File: src/design/jpr_pkg.sv
// ----------------------------------------------------------------------------
// jpr_pkg
// Shared types and constants for the joypad port register block.
// ----------------------------------------------------------------------------
package jpr_pkg;

    localparam int unsigned NUM_BYTES  = 4;
    localparam int unsigned PAD_BITS   = 21;

    localparam logic [7:0] ID_BASE     = 8'h2F;
    localparam logic [7:0] ID_NTSC     = 8'h10;
    localparam logic [3:0] NIB_MASK    = 4'h0F;
    localparam logic [1:0] OFF_MASK    = 2'h3;

    // Byte offsets with special read behavior
    localparam logic [1:0] OFF_BUTTONS = 2'd0;
    localparam logic [1:0] OFF_ROWSEL  = 2'd1;
    localparam logic [1:0] OFF_ID      = 2'd3;

    typedef enum logic [1:0] {
        MODE_RD_BYTE = 2'd0,
        MODE_RD_WORD = 2'd1,
        MODE_WR_BYTE = 2'd2,
        MODE_WR_WORD = 2'd3
    } mode_t;

    typedef logic [NUM_BYTES-1:0][7:0] port_bytes_t;

    // Write request from the input stage to the byte store
    typedef struct packed {
        logic        en;
        logic        word;
        logic [1:0]  offset;
        logic [15:0] data;
    } wr_req_t;

endpackage

File: src/design/jpr_regfile.sv
// ----------------------------------------------------------------------------
// jpr_regfile
// Four stored port bytes; byte and word writes, word writes wrap mod 4.
// ----------------------------------------------------------------------------
module jpr_regfile
    import jpr_pkg::*;
(
    input  logic        aclk,
    input  logic        aresetn,
    input  wr_req_t     wr,
    output port_bytes_t bytes
);

    port_bytes_t bytes_reg;
    port_bytes_t bytes_next;
    logic [1:0]  off_hi;
    logic [1:0]  off_lo;

    assign off_hi = wr.offset;
    assign off_lo = (wr.offset + 2'd1) & OFF_MASK;

    always_comb begin
        bytes_next = bytes_reg;
        if (wr.en) begin
            if (wr.word) begin
                // high byte first, second byte at the next offset
                bytes_next[off_hi] = wr.data[15:8];
                bytes_next[off_lo] = wr.data[7:0];
            end else begin
                bytes_next[off_hi] = wr.data[7:0];
            end
        end
    end

    always_ff @(posedge aclk) begin
        if (!aresetn) begin
            bytes_reg <= '0;
        end else begin
            bytes_reg <= bytes_next;
        end
    end

    assign bytes = bytes_reg;

endmodule

File: src/design/jpr_read_unit.sv
// ----------------------------------------------------------------------------
// jpr_read_unit
// Builds the byte or word read result from stored bytes and pad snapshots.
// ----------------------------------------------------------------------------
module jpr_read_unit
    import jpr_pkg::*;
(
    input  port_bytes_t         bytes,
    input  logic                ntsc,
    input  logic                word,
    input  logic [1:0]          offset,
    input  logic [PAD_BITS-1:0] pad0,
    input  logic [PAD_BITS-1:0] pad1,
    output logic [15:0]         read_data
);

    logic [1:0]           row0;
    logic [1:0]           row1;
    logic [3:0]           col0;
    logic [3:0]           col1;
    logic [7:0]           id_byte;
    logic [NUM_BYTES-1:0][7:0] view;
    logic [1:0]           off_lo;

    function automatic logic [1:0] row_of(input logic [3:0] nib);
        logic [1:0] r;
        if (!nib[0]) begin
            r = 2'd0;
        end else if (!nib[1]) begin
            r = 2'd1;
        end else if (!nib[2]) begin
            r = 2'd2;
        end else begin
            r = 2'd3;
        end
        return r;
    endfunction

    function automatic logic [3:0] cols_of(input logic [PAD_BITS-1:0] pad,
                                           input logic [1:0] row);
        logic [3:0] c;
        case (row)
            2'd0:    c = pad[3:0];
            2'd1:    c = pad[7:4];
            2'd2:    c = pad[11:8];
            default: c = pad[15:12];
        endcase
        return c;
    endfunction

    assign row0 = row_of(bytes[OFF_ROWSEL][3:0] & NIB_MASK);
    assign row1 = row_of(bytes[OFF_ROWSEL][7:4] & NIB_MASK);
    assign col0 = cols_of(pad0, row0);
    assign col1 = cols_of(pad1, row1);

    always_comb begin
        id_byte = ID_BASE | (ntsc ? ID_NTSC : 8'h00);
        // row 0 carries pause and A; rows 1..3 carry B, C, option
        case (row0)
            2'd0: begin
                id_byte[0] = id_byte[0] ^ pad0[20];
                id_byte[1] = id_byte[1] ^ pad0[16];
            end
            2'd1:    id_byte[1] = id_byte[1] ^ pad0[17];
            2'd2:    id_byte[1] = id_byte[1] ^ pad0[18];
            default: id_byte[1] = id_byte[1] ^ pad0[19];
        endcase
    end

    always_comb begin
        view              = bytes;
        view[OFF_BUTTONS] = ~{col1, col0};
        view[OFF_ID]      = id_byte;
    end

    assign off_lo = (offset + 2'd1) & OFF_MASK;

    always_comb begin
        if (word) begin
            read_data = {view[offset], view[off_lo]};
        end else begin
            read_data = {8'h00, view[offset]};
        end
    end

endmodule

File: src/design/joypad_port_registers.sv
// ----------------------------------------------------------------------------
// joypad_port_registers
// Four-byte joypad port: bus accesses in, read results out.
// ----------------------------------------------------------------------------
//  channel   dir  ports                         notes
//  s_        in   s_valid/s_ready + fields      one bus access per transaction
//  m_        out  m_valid/m_ready/m_read_data   reads only, writes give none
//  cfg_      in   cfg_valid/cfg_ready/cfg_data  hardware_is_ntsc, always ready
//
//  One transaction per clock sustained unless a read waits on a stalled m_ side.
//  An access waits in the input register; writes there update the byte store and
//  reads are evaluated into the result register, whose load raises m_valid.
//  Reset clears the port bytes and sets hardware_is_ntsc to 1.
//  A stalled m_ side holds the pending read; writes still drain past it.
// ----------------------------------------------------------------------------
module joypad_port_registers
    import jpr_pkg::*;
(
    input  logic                aclk,
    input  logic                aresetn,

    input  logic                s_valid,
    output logic                s_ready,
    input  logic [1:0]          s_mode,
    input  logic [1:0]          s_offset,
    input  logic [15:0]         s_write_data,
    input  logic [PAD_BITS-1:0] s_pad0_buttons,
    input  logic [PAD_BITS-1:0] s_pad1_buttons,

    output logic                m_valid,
    input  logic                m_ready,
    output logic [15:0]         m_read_data,

    input  logic                cfg_valid,
    output logic                cfg_ready,
    input  logic                cfg_data
);

    logic                in_valid_reg;
    logic                in_valid_next;
    mode_t               in_mode_reg;
    logic [1:0]          in_offset_reg;
    logic [15:0]         in_data_reg;
    logic [PAD_BITS-1:0] in_pad0_reg;
    logic [PAD_BITS-1:0] in_pad1_reg;

    logic                out_valid_reg;
    logic                out_valid_next;
    logic [15:0]         out_data_reg;

    logic                ntsc_reg;

    logic                in_is_write;
    logic                advance;
    logic                load_out;
    wr_req_t             wr;
    port_bytes_t         bytes;
    logic [15:0]         rd_data;

    assign in_is_write = (in_mode_reg == MODE_WR_BYTE) || (in_mode_reg == MODE_WR_WORD);

    // a write retires in place; a read needs the result register free
    assign advance  = in_valid_reg && (in_is_write || !out_valid_reg || m_ready);
    assign load_out = advance && !in_is_write;
    assign s_ready  = !in_valid_reg || advance;

    assign in_valid_next  = (s_valid && s_ready) || (in_valid_reg && !advance);
    assign out_valid_next = load_out || (out_valid_reg && !m_ready);

    always_ff @(posedge aclk) begin
        if (!aresetn) begin
            in_valid_reg  <= 1'b0;
            out_valid_reg <= 1'b0;
            ntsc_reg      <= 1'b1;
        end else begin
            in_valid_reg  <= in_valid_next;
            out_valid_reg <= out_valid_next;
            if (cfg_valid && cfg_ready) begin
                ntsc_reg <= cfg_data;
            end
        end
    end

    always_ff @(posedge aclk) begin
        if (s_valid && s_ready) begin
            in_mode_reg   <= mode_t'(s_mode);
            in_offset_reg <= s_offset;
            in_data_reg   <= s_write_data;
            in_pad0_reg   <= s_pad0_buttons;
            in_pad1_reg   <= s_pad1_buttons;
        end
        if (load_out) begin
            out_data_reg <= rd_data;
        end
    end

    assign wr.en     = advance && in_is_write;
    assign wr.word   = (in_mode_reg == MODE_WR_WORD);
    assign wr.offset = in_offset_reg;
    assign wr.data   = in_data_reg;

    jpr_regfile u_regfile (
        .aclk    (aclk),
        .aresetn (aresetn),
        .wr      (wr),
        .bytes   (bytes)
    );

    jpr_read_unit u_read_unit (
        .bytes     (bytes),
        .ntsc      (ntsc_reg),
        .word      (in_mode_reg == MODE_RD_WORD),
        .offset    (in_offset_reg),
        .pad0      (in_pad0_reg),
        .pad1      (in_pad1_reg),
        .read_data (rd_data)
    );

    assign cfg_ready   = 1'b1;
    assign m_valid     = out_valid_reg;
    assign m_read_data = out_data_reg;

    // a write transaction never produces a result
    a_write_no_result: assert property (@(posedge aclk) disable iff (!aresetn)
        (in_valid_reg && in_is_write && !out_valid_reg) |=> !out_valid_reg)
        else $error("write transaction produced a result");

    // a read that leaves the input stage always shows up as a result
    a_read_gives_result: assert property (@(posedge aclk) disable iff (!aresetn)
        (advance && !in_is_write) |=> out_valid_reg)
        else $error("read transaction lost");

    // a read blocked by a stalled result holds its access unchanged
    a_blocked_read_holds: assert property (@(posedge aclk) disable iff (!aresetn)
        (in_valid_reg && !in_is_write && out_valid_reg && !m_ready)
        |=> (in_valid_reg && $stable(in_mode_reg) && $stable(in_offset_reg)
             && $stable(in_pad0_reg) && $stable(in_pad1_reg)))
        else $error("blocked read changed in input stage");

endmodule

File: config.mk
export PLATFORM = sky130hd
export DESIGN_NAME = joypad_port_registers
export DESIGN_NICKNAME = d
export VERILOG_FILES = /design/src/design/jpr_pkg.sv /design/src/design/jpr_regfile.sv /design/src/design/jpr_read_unit.sv /design/src/design/joypad_port_registers.sv
export SDC_FILE = /design/constraint.sdc
export NUM_CORES = 1
export LEC_CHECK = 0
export ABC_AREA = 1
export BUFFER_PORTS_ARGS = -buffer_cell sky130_fd_sc_hd__buf_4
export CORE_AREA = 3 3 88 90
export CTS_BUF_LIST = sky130_fd_sc_hd__clkbuf_8
export CTS_CLUSTER_SIZE = 25
export DETAILED_ROUTE_END_ITERATION = 7
export DIE_AREA = 0 0 91 93
export GPL_TIMING_DRIVEN = 0
export HOLD_SLACK_MARGIN = 0.05
export PLACE_DENSITY = 0.85
export SLEW_MARGIN = 20
export SYNTH_ARGS = -nofsm -noshare
export SYNTH_HDL_FRONTEND = slang
export SYNTH_SLANG_ARGS = --single-unit
File: constraint.sdc
create_clock -name aclk -period 10.97 [get_ports aclk]
set_clock_uncertainty 0.05 [all_clocks]
set_input_delay 1.6455 -clock aclk [delete_from_list [all_inputs] [get_ports aclk]]
set_output_delay 1.6455 -clock aclk [all_outputs]
set_load 0.03 [all_outputs]
# Word level (Yosys, flattened, before mapping)
# Cells that the tools add are included.
# W data, S select, Z words.
[word_totals]
register_bits = 108
in_bits = 68
wordCells = 77
[classes]
n_addsub = 1
order_cmp = 4
eq_ne = 7
mux = 24
bitwise_logic = 6
reduce_logical = 21
[op_table]
columns = ["cell", "n"]
rows = [
  ["$bwmux W32", 3],
  ["$mux W8", 5],
  ["$bmux W8 S2", 2],
  ["$demux W8 S2", 2],
  ["$mux W32", 1],
  ["$pmux W4 S3", 2],
  ["$eq A2 B2 Y1 const B", 4],
  ["$logic_and A1 B1 Y1", 8],
  ["$mux W2", 4],
  ["$not A8 Y8", 1],
  ["$eq A2 B1 Y1 const B", 3],
  ["$logic_or A1 B1 Y1", 6],
  ["$lt A2 B3 Y1 const B", 2],
  ["$logic_not A1 Y1", 5],
  ["$mux W5", 1],
  ["$not A1 Y1", 5],
  ["$ge A2 B1 Y1 const B", 2],
  ["$logic_not A2 Y1", 2],
  ["$mux W1", 3],
  ["$pmux W1 S3", 1],
  ["$add A2 B1 Y2 const B", 1],
]

# Longest topological paths before layout
# Gate-level depths: netlist (run 1).
[depth]
ltp_word = 9
depth_mapped = 11
ltp_nobuf = 10

# Modules after synthesis
# From an unflattened synthesis (run 1), not the netlist that was laid out.
[hier_totals]
cells_unflattened = 713
hier_area_um2 = 5700.5
[by_module_without_submodules]
columns = ["module", "n_inst", "cells_per_inst", "area_each_um2", "seq_area_each_um2"]
rows = [
  ["joypad_port_registers", 1, 106, 2519.9, 2402.3],
  ["jpr_regfile", 1, 394, 2269.7, 640.6],
  ["jpr_read_unit", 1, 213, 910.9, 0.0],
]

# Worst setup path before layout (run 1)
# Ideal clock, no wire load.
[synth_timing]
path_kind = "input -> register"
start = "in m_ready"
end = "reg in_data_reg[0] (enable)"
setup_ns = 0.473
arrival_ns = 4.201
required_ns = 10.447
setup_slack_ns = 6.245
cell_stages = 4
cell_sequence = "nor2_1 > nand2_1 > nor2_1 > nor2_1"
[synth_via]
elab_chain_len = 4
[synth_lines]
columns = ["item", "line", "text"]
rows = [
  ["start, declared", "joypad_port_registers.sv:31", "input logic m_ready,"],
  ["$logic_or A1 B1 Y1", "joypad_port_registers.sv:63", "assign advance = in_valid_reg && (in_is_write || !out_valid_reg || m_ready);"],
  ["$logic_and A1 B1 Y1", "joypad_port_registers.sv:63", ""],
  ["$logic_or A1 B1 Y1", "joypad_port_registers.sv:65", "assign s_ready = !in_valid_reg || advance;"],
  ["$logic_and A1 B1 Y1", "joypad_port_registers.sv:85", "if (s_valid && s_ready) begin"],
  ["end signal, assigned", "joypad_port_registers.sv:88", "in_data_reg <= s_write_data;"],
  ["end, declared", "joypad_port_registers.sv:43", "logic [15:0] in_data_reg;"],
]
# Every way passes these cells.
# A chain may end at the register's enable or synchronous reset.

# Worst setup path after layout (run 1)
[layout_timing]
start = "in m_ready"
end = "out s_ready"
[layout_via]
elab_chain_len = 3
[layout_lines]
columns = ["item", "line", "text"]
rows = [
  ["$logic_or A1 B1 Y1", "joypad_port_registers.sv:63", ""],
  ["$logic_and A1 B1 Y1", "joypad_port_registers.sv:63", ""],
  ["$logic_or A1 B1 Y1", "joypad_port_registers.sv:65", ""],
  ["end, declared", "joypad_port_registers.sv:23", "output logic s_ready,"],
]
# Every way passes these cells.

==> metrics.md, run 1 <==
| Metric | Value |
|---|---|
| Layout cells sized above 1 | `about a fifth` |
| Vias | `~3400` |
| Pre-antenna DRT Iters | `6` |
| Max Cap Viol | `0` |
| Num CTS Buffers | `9` |
| CP Capture Type | `primary output` |
| DRT antenna net count | `0` |
| Hold buffer count at cts | `0` |
| Worst R2R Path Depth | `11` |
| Critical path arrival | `between 2 and 2.5 ns` |
| Chip height | `93 microns` |
| CTS tree | `built` |
| Final Hold Vio Count | `0` |
| Post-synth top area share | `roughly 53%` |
| Reg clk slew, reported paths | `roughly 0.080 ns` |
| Slew @ Worst Pin | `between 0.6 and 0.7 ns` |
| Yosys reg bits | `between 90 and 100` |
| Largest net degree at the start of global routing | `30` |
| Final GP Congestion | `approximately 0.91` |
| Post-CTS setup buffers | `0` |
| Synthesized cell area | `4160 sq um` |
| Largest register FFs | `21` |
| Total GRT Usage | `21.9%` |
| Post-Synth Adder-Cell Area | `0.902%` |
| Yosys cell types | `26` |
| Filler instances | `approximately 550` |
| Period utilization | `37.8%` |
| Post-route setup TNS | `0 ns` |
| Max_slew headroom | `between 50 and 60%` |
| Fin. max-slew vios | `0` |
| Clock sink total | `just over 90` |
| Post-synthesis mux area share | `0%` |
| Final #Nets | `just over 600` |
| Initial DRC count | `341` |
| DRC | `0` |
| Worst-path maximum fanout | `2` |
| Post-Place Worst Slack | `between 6 and 7 ns` |
| First-pass GRT wire length | `between 10000 and 15000 microns` |
| Routed WL per cell | `13.7 microns` |
| Synth top area cells | `edfxtp_1 53%, nand2_1 14%, dfxtp_1 9.1%` |
| Hold Crit Depth | `2` |
| Vias in the first global route | `between 3000 and 4000` |
| Total wire length | `8850 microns` |
| Die ar. | `8460 sq um` |
| # IOs | `just under 90` |
| Xor/xnor share of the synthesized area | `0%` |
| Worst hold path type | `flip-flop to flip-flop` |
| Data required time of the worst path | `approximately 9.3 ns` |
| Final instance area | `between 5000 and 6000 sq um` |
| Longest Clk Path Bufs | `2` |
| Diode count | `0` |
| CP Launch Type | `input port` |
| Total power | `approximately 700 uW` |
| Site row count | `31` |
| Input/output buffers | `80` |
| Compound-Gate Fraction of Synth Area | `between 10% and 20%` |
| P&R area growth vs syn | `23.2%` |
| Synth Area per Inst | `between 9 and 10 sq um` |
| Synth warnings | `0` |
| P per Cell Area | `136 nW/um^2` |
| Unrepaired setup endpoints after global routing | `false` |
| Initial Util | `between 50% and 60%` |
| WS Path Type | `input port to primary output` |
| Total setup violations reported at the end of the flow | `0` |
| Horiz. Die Dim | `91 microns` |
| Grt ovf | `0` |
| Final min period | `around 4.1 ns` |
| Root Driver | `clkbuf_8` |
| Dominant cell type by area after synthesis | `edfxtp_1` |
| CORE AREA | `a little over 7000 sq um` |
| FMAX | `roughly 240 MHz` |
| Worst-Skew Late Latency | `~0.36 ns` |
| Post-Syn Nets | `520` |
| Initial antenna violation count | `0` |
| Static Leak | `2.38 nW` |
| DR vias/cell | `about 5.2` |
| Sequential area share after synthesis | `between 60 and 70%` |
| Synth Area in Simple Gates | `about 19%` |
| Final hold slack | `0.451 ns` |
| Cell Area, Placed | `4940 sq um` |
| Post-CTS sizing | `0` |
| Largest family of logic cells by synthesized area | `simple AND/OR/NAND/NOR gates` |
| Syn Inst Count | `approximately 450` |
| Setup ws final | `around 7 ns` |
| Peak supply drop | `around 0.084 mV` |
| Status | `completed` |
| Hpwl dp | `around 6700 microns` |
| CTS HTree Levels | `3` |
## worst paths after layout
kind | startpoint | to | slack, ns
worst min-delay path | ntsc_reg | ntsc_reg | 0.45
worst max register to register | in_offset_reg[0] | m_read_data[0] | 8.77
worst max-delay path | m_ready | s_ready | 6.82
worst min register to register | ntsc_reg | ntsc_reg | 0.45
## synth_stat cells (all sizes together)
library cell,n
o211ai,7
o22ai,5
a21oi,42
conb,1
o21ai,14
nor2,10
ha,3
a31oi,9
or2,1
nand3,28
nand2,154
nand4,3
edfxtp,73
clkbuf,5
inv,67
buf,8
dfxtp,19
## per-layer routing
metal  GRT usage, %  wire length, microns
met1           28.8                  3710
met4           8.67                   212
met2           36.7                  4340
met3           3.38                   587
met5              0                     0
## power breakdown
part / switching [mW] / total [mW] / internal, mW
combinational: 0.0478 / 0.0817 / 0.0339
sequential: 0.00615 / 0.401 / 0.394
clock: 0.112 / 0.214 / 0.102
total: 0.166 / 0.697 / 0.531
## worst max-delay path, stage by stage
cell and delay (ns):
buf_4 0.11, nor2_1 0.12, nand2_1 0.08, nor2_1 0.22, inv_1 0.10, buf_4 0.18
## stage by stage
stage	cells	util [%]
detailed placement	630	69.2
finish	646	71.8
global placement	628	68.4
CTS	646	71.8
floorplan	449	-
global route	646	71.8
## logic make-up after synthesis
group,after synthesis
flip-flops,92
adder cells (fa/ha/maj),3
other,1
buffers and inverters,80
AO/OA/AOI/OAI,77
AND/OR/NAND/NOR,196
## cell type report
class	instances	area [sq um]	area share (%)
flip-flops and latches	92	2570	50.2
inverters	67	254	4.96
repair buffers	82	648	12.6
multi-input cells	277	1270	24.9
clock inverters	7	61.3	1.20
plain buffers	13	67.6	1.32
well taps	99	124	2.42
clock buffers	9	124	2.42
## cells in the final DEF, fill, tap and decap left out
cell,instances
nand2_1,150
buf_4,81
edfxtp_1,73
inv_1,65
a21oi_1,42
nand3_1,28
dfxtp_1,19
o21ai_0,9
a31oi_1,9
clkbuf_8,9
nor2_1,7
o211ai_1,7
buf_2,6
clkbuf_1,5
o22ai_1,5
o21ai_1,4
inv_2,3
nand2_2,3
nand4_1,3
ha_1,3
nor2_2,2
clkinvlp_4,2
or2_2,1
nor2_4,1
o21ai_2,1
inv_4,1
nand2_4,1
buf_6,1
conb_1,1
bufinv_16,1
clkinv_2,1
clkinv_1,1
buf_16,1
buf_12,1
No activity file was read; power rests on OpenSTA's default activity.
==> run 2, diff against run 1 <==
--- a/config.mk
+++ b/config.mk
@@ -7,14 +7,14 @@
 export LEC_CHECK = 0
 export ABC_AREA = 1
 export BUFFER_PORTS_ARGS = -buffer_cell sky130_fd_sc_hd__buf_4
-export CORE_AREA = 3 3 88 90
+export CORE_AREA = 3 3 90 92
 export CTS_BUF_LIST = sky130_fd_sc_hd__clkbuf_8
 export CTS_CLUSTER_SIZE = 25
 export DETAILED_ROUTE_END_ITERATION = 7
-export DIE_AREA = 0 0 91 93
+export DIE_AREA = 0 0 93 95
 export GPL_TIMING_DRIVEN = 0
 export HOLD_SLACK_MARGIN = 0.05
-export PLACE_DENSITY = 0.85
+export PLACE_DENSITY = 0.82
 export SLEW_MARGIN = 20
 export SYNTH_ARGS = -nofsm -noshare
 export SYNTH_HDL_FRONTEND = slang
==> constraint.sdc (replaced) <==
create_clock -name aclk -period 4.2 [get_ports aclk]
set_clock_uncertainty 0.05 [all_clocks]
set_input_delay 0.63 -clock aclk [delete_from_list [all_inputs] [get_ports aclk]]
set_output_delay 0.63 -clock aclk [all_outputs]
set_load 0.03 [all_outputs]
==> run 2 against run 1 <==
Net effect:
- register-to-register slack got worse by 6.7 ns
- hold slack got worse by 0.069 ns
- die area increased by 4.4%
- via count decreased by 0.68%
- sequential share of layout area decreased by 0.22 points
- cell count unchanged
- design area increased by 0.44%
- utilization decreased by 1.2 points
- combinational power increased to 2.6 times the previous value
- critical endpoint is now m_read_data[0]
- highest routed layer unchanged
==> metrics.md, run 2 (synthesized netlist as in run 1, its figures left out) <==
| Metric | Value |
|---|---|
| Final Hold Vio Count | `0` |
| Num CTS Buffers | `9` |
| Unrepaired setup endpoints after global routing | `false` |
| Longest Clk Path Bufs | `2` |
| Site row count | `31` |
| Initial DRC count | `~310` |
| Vias in the first global route | `between 3000 and 4000` |
| CORE AREA | `around 7300 sq um` |
| Period utilization | `approximately half` |
| Root Driver | `clkbuf_8` |
| R2r setup slk | `~2.0 ns` |
| Switching share of power | `23.1%` |
| # IOs | `87` |
| Int Power | `approximately 1.4 mW` |
| Crit path launch | `in_offset_reg[0]` |
| Critical R2R Launch | `in_offset_reg[0]` |
| Hold buffer count at cts | `0` |
| CTS tree | `built` |
| Post-CTS sizing | `0` |
| First-pass GRT wire length | `14900 microns` |
| Data required time of the worst path | `4.28 ns` |
| Post-route setup TNS | `0 ns` |
| Grt ovf | `0` |
| Sequential power share | `between 50% and 60%` |
| Hpwl dp | `between 6000 and 7000 microns` |
| Status | `completed` |
| Final GP Congestion | `0.913` |
| Critical path arrival | `2.23 ns` |
| Final min period | `between 2 and 2.5 ns` |
| Largest net degree at the start of global routing | `30` |
| Largest register FFs | `21` |
| Clock sink total | `92` |
| Worst-Skew Late Latency | `~0.37 ns` |
| Most frequent cells in the layout | `150 x nand2_1, 81 x buf_4, 73 x edfxtp_1` |
| Routed WL per cell | `14.2 microns` |
| R2r endpoint | `m_read_data[0]` |
| P&R area growth vs syn | `23.7%` |
| Cell Area, Placed | `4940 sq um` |
| Final instance area | `around 5100 sq um` |
| Chip height | `95 microns` |
| Worst hold path type | `input port to flip-flop` |
| Diode count | `0` |
| Comb power frac | `between 10% and 20%` |
| Peak supply drop | `between 0.2 and 0.3 mV` |
| Final #Nets | `~600` |
| Total GRT Usage | `between 20 and 25%` |
| Max_slew headroom | `between 50 and 60%` |
| Max Cap Viol | `0` |
| Vias | `about 3300` |
| Initial Util | `57.1%` |
| Reg clk slew, reported paths | `about 0.09 ns` |
| Total setup violations reported at the end of the flow | `0` |
| Horiz. Die Dim | `between 90 and 100 microns` |
| CP Capture Type | `flip-flop` |
| WS Path Type | `flip-flop to flip-flop` |
| Most common cell after layout, fill and taps aside | `nand2_1` |
| Total wire length | `just over 9000 microns` |
| DRC | `0` |
| Fin. max-slew vios | `0` |
| P per Cell Area | `around 370 nW/um^2` |
| Slew @ Worst Pin | `about 0.64 ns` |
| Switch Pwr | `approximately 440 uW` |
| Static Leak | `~2.4 nW` |
| Die ar. | `approximately 9000 sq um` |
| Layout cells sized above 1 | `between 20% and 30%` |
| Critical path endpoint | `m_read_data[0]` |
| Post-CTS setup buffers | `0` |
| CP Launch Type | `flip-flop` |
| Input/output buffers | `80` |
| Pre-antenna DRT Iters | `6` |
| Worst R2R Path Depth | `11` |
| DRT antenna net count | `0` |
| FMAX | `around 460 MHz` |
| CTS HTree Levels | `3` |
| DR vias/cell | `5.17` |
| Clock power frac | `33.0%` |
| Initial antenna violation count | `0` |
| Worst-path maximum fanout | `11` |
==> run 2: changes by cell type in the layout (fill, tap and decap cells not counted) <==
| cell | change |
|---|---|
| clkinvlp_4 | -1 |
| bufinv_16 | +1 |
==> run 2: final cells by class <==
type | instances | area, sq um
plain buffers | 13 | 67.6
clock buffers | 9 | 124
clock inverters | 7 | 83.8
fillers | 569 | 2140
inverters | 67 | 254
multi-input cells | 277 | 1270
flip-flops and latches | 92 | 2570
well taps | 99 | 124
repair buffers | 82 | 648
==> run 2: power groups by stage <==
| stage | sequential (mW) | clock [mW] | combinational, mW |
|---|---|---|---|
| 2_1_floorplan | 1.07 | 0 | 0.110 |
| 3_3_place_gp | 1.07 | 0 | 0.200 |
| 3_5_place_dp | 1.07 | 0 | 0.211 |
| 4_1_cts | 1.05 | 0.626 | 0.212 |
| 5_1_grt | 1.05 | 0.674 | 0.237 |
| 6_report | 1.05 | 0.621 | 0.214 |
==> run 2: critical path: stages, from the launching register on <==
cell and delay (ns):
edfxtp_1 0.40, buf_2 0.19, inv_2 0.11, buf_2 0.24, ha_1 0.28, buf_2 0.20
inv_1 0.12, a31oi_1 0.05, o21ai_0 0.09, nand2_1 0.08, nand2_1 0.06, nand2_1 0.06
==> run 2: metrics by stage <==
step | std cells | utilization [%] | hold slack, ns | total power [mW] | setup WS, ns
2_1_floorplan | 449 | - | 0.408 | 1.18 | 0.491
3_5_place_dp | 630 | 67.7 | 0.492 | 1.28 | 2.08
3_3_place_gp | 628 | 67.0 | 0.471 | 1.27 | -0.314
6_report | 646 | 70.6 | 0.382 | 1.88 | 2.05
5_1_grt | 646 | 70.6 | 0.374 | 1.96 | 1.89
4_1_cts | 646 | 70.6 | 0.378 | 1.88 | 2.05
==> run 2: per-layer routing <==
layer,global-route usage (%),wire [microns],up-vias,share of wire [%]
li1,-,-,1671,-
met1,29.4,3940,1497,43
met2,36.1,4390,152,48
met3,3.59,643,20,7.0
met4,9.77,178,0,1.9
met5,0,0,-,0
==> run 2: worst min path at each step <==
stage                              startpoint                   to  slack, ns  cells past startpoint
after global routing        s_pad0_buttons[1]       in_pad0_reg[1]       0.37                      1
after detailed placement  u_regfile.bytes[23]  u_regfile.bytes[23]       0.49                      2
final                       s_pad0_buttons[0]       in_pad0_reg[0]       0.38                      1
after floorplan                      ntsc_reg             ntsc_reg       0.41                      2
after global placement               ntsc_reg             ntsc_reg       0.47                      2
after CTS                   s_pad0_buttons[9]       in_pad0_reg[9]       0.38                      1
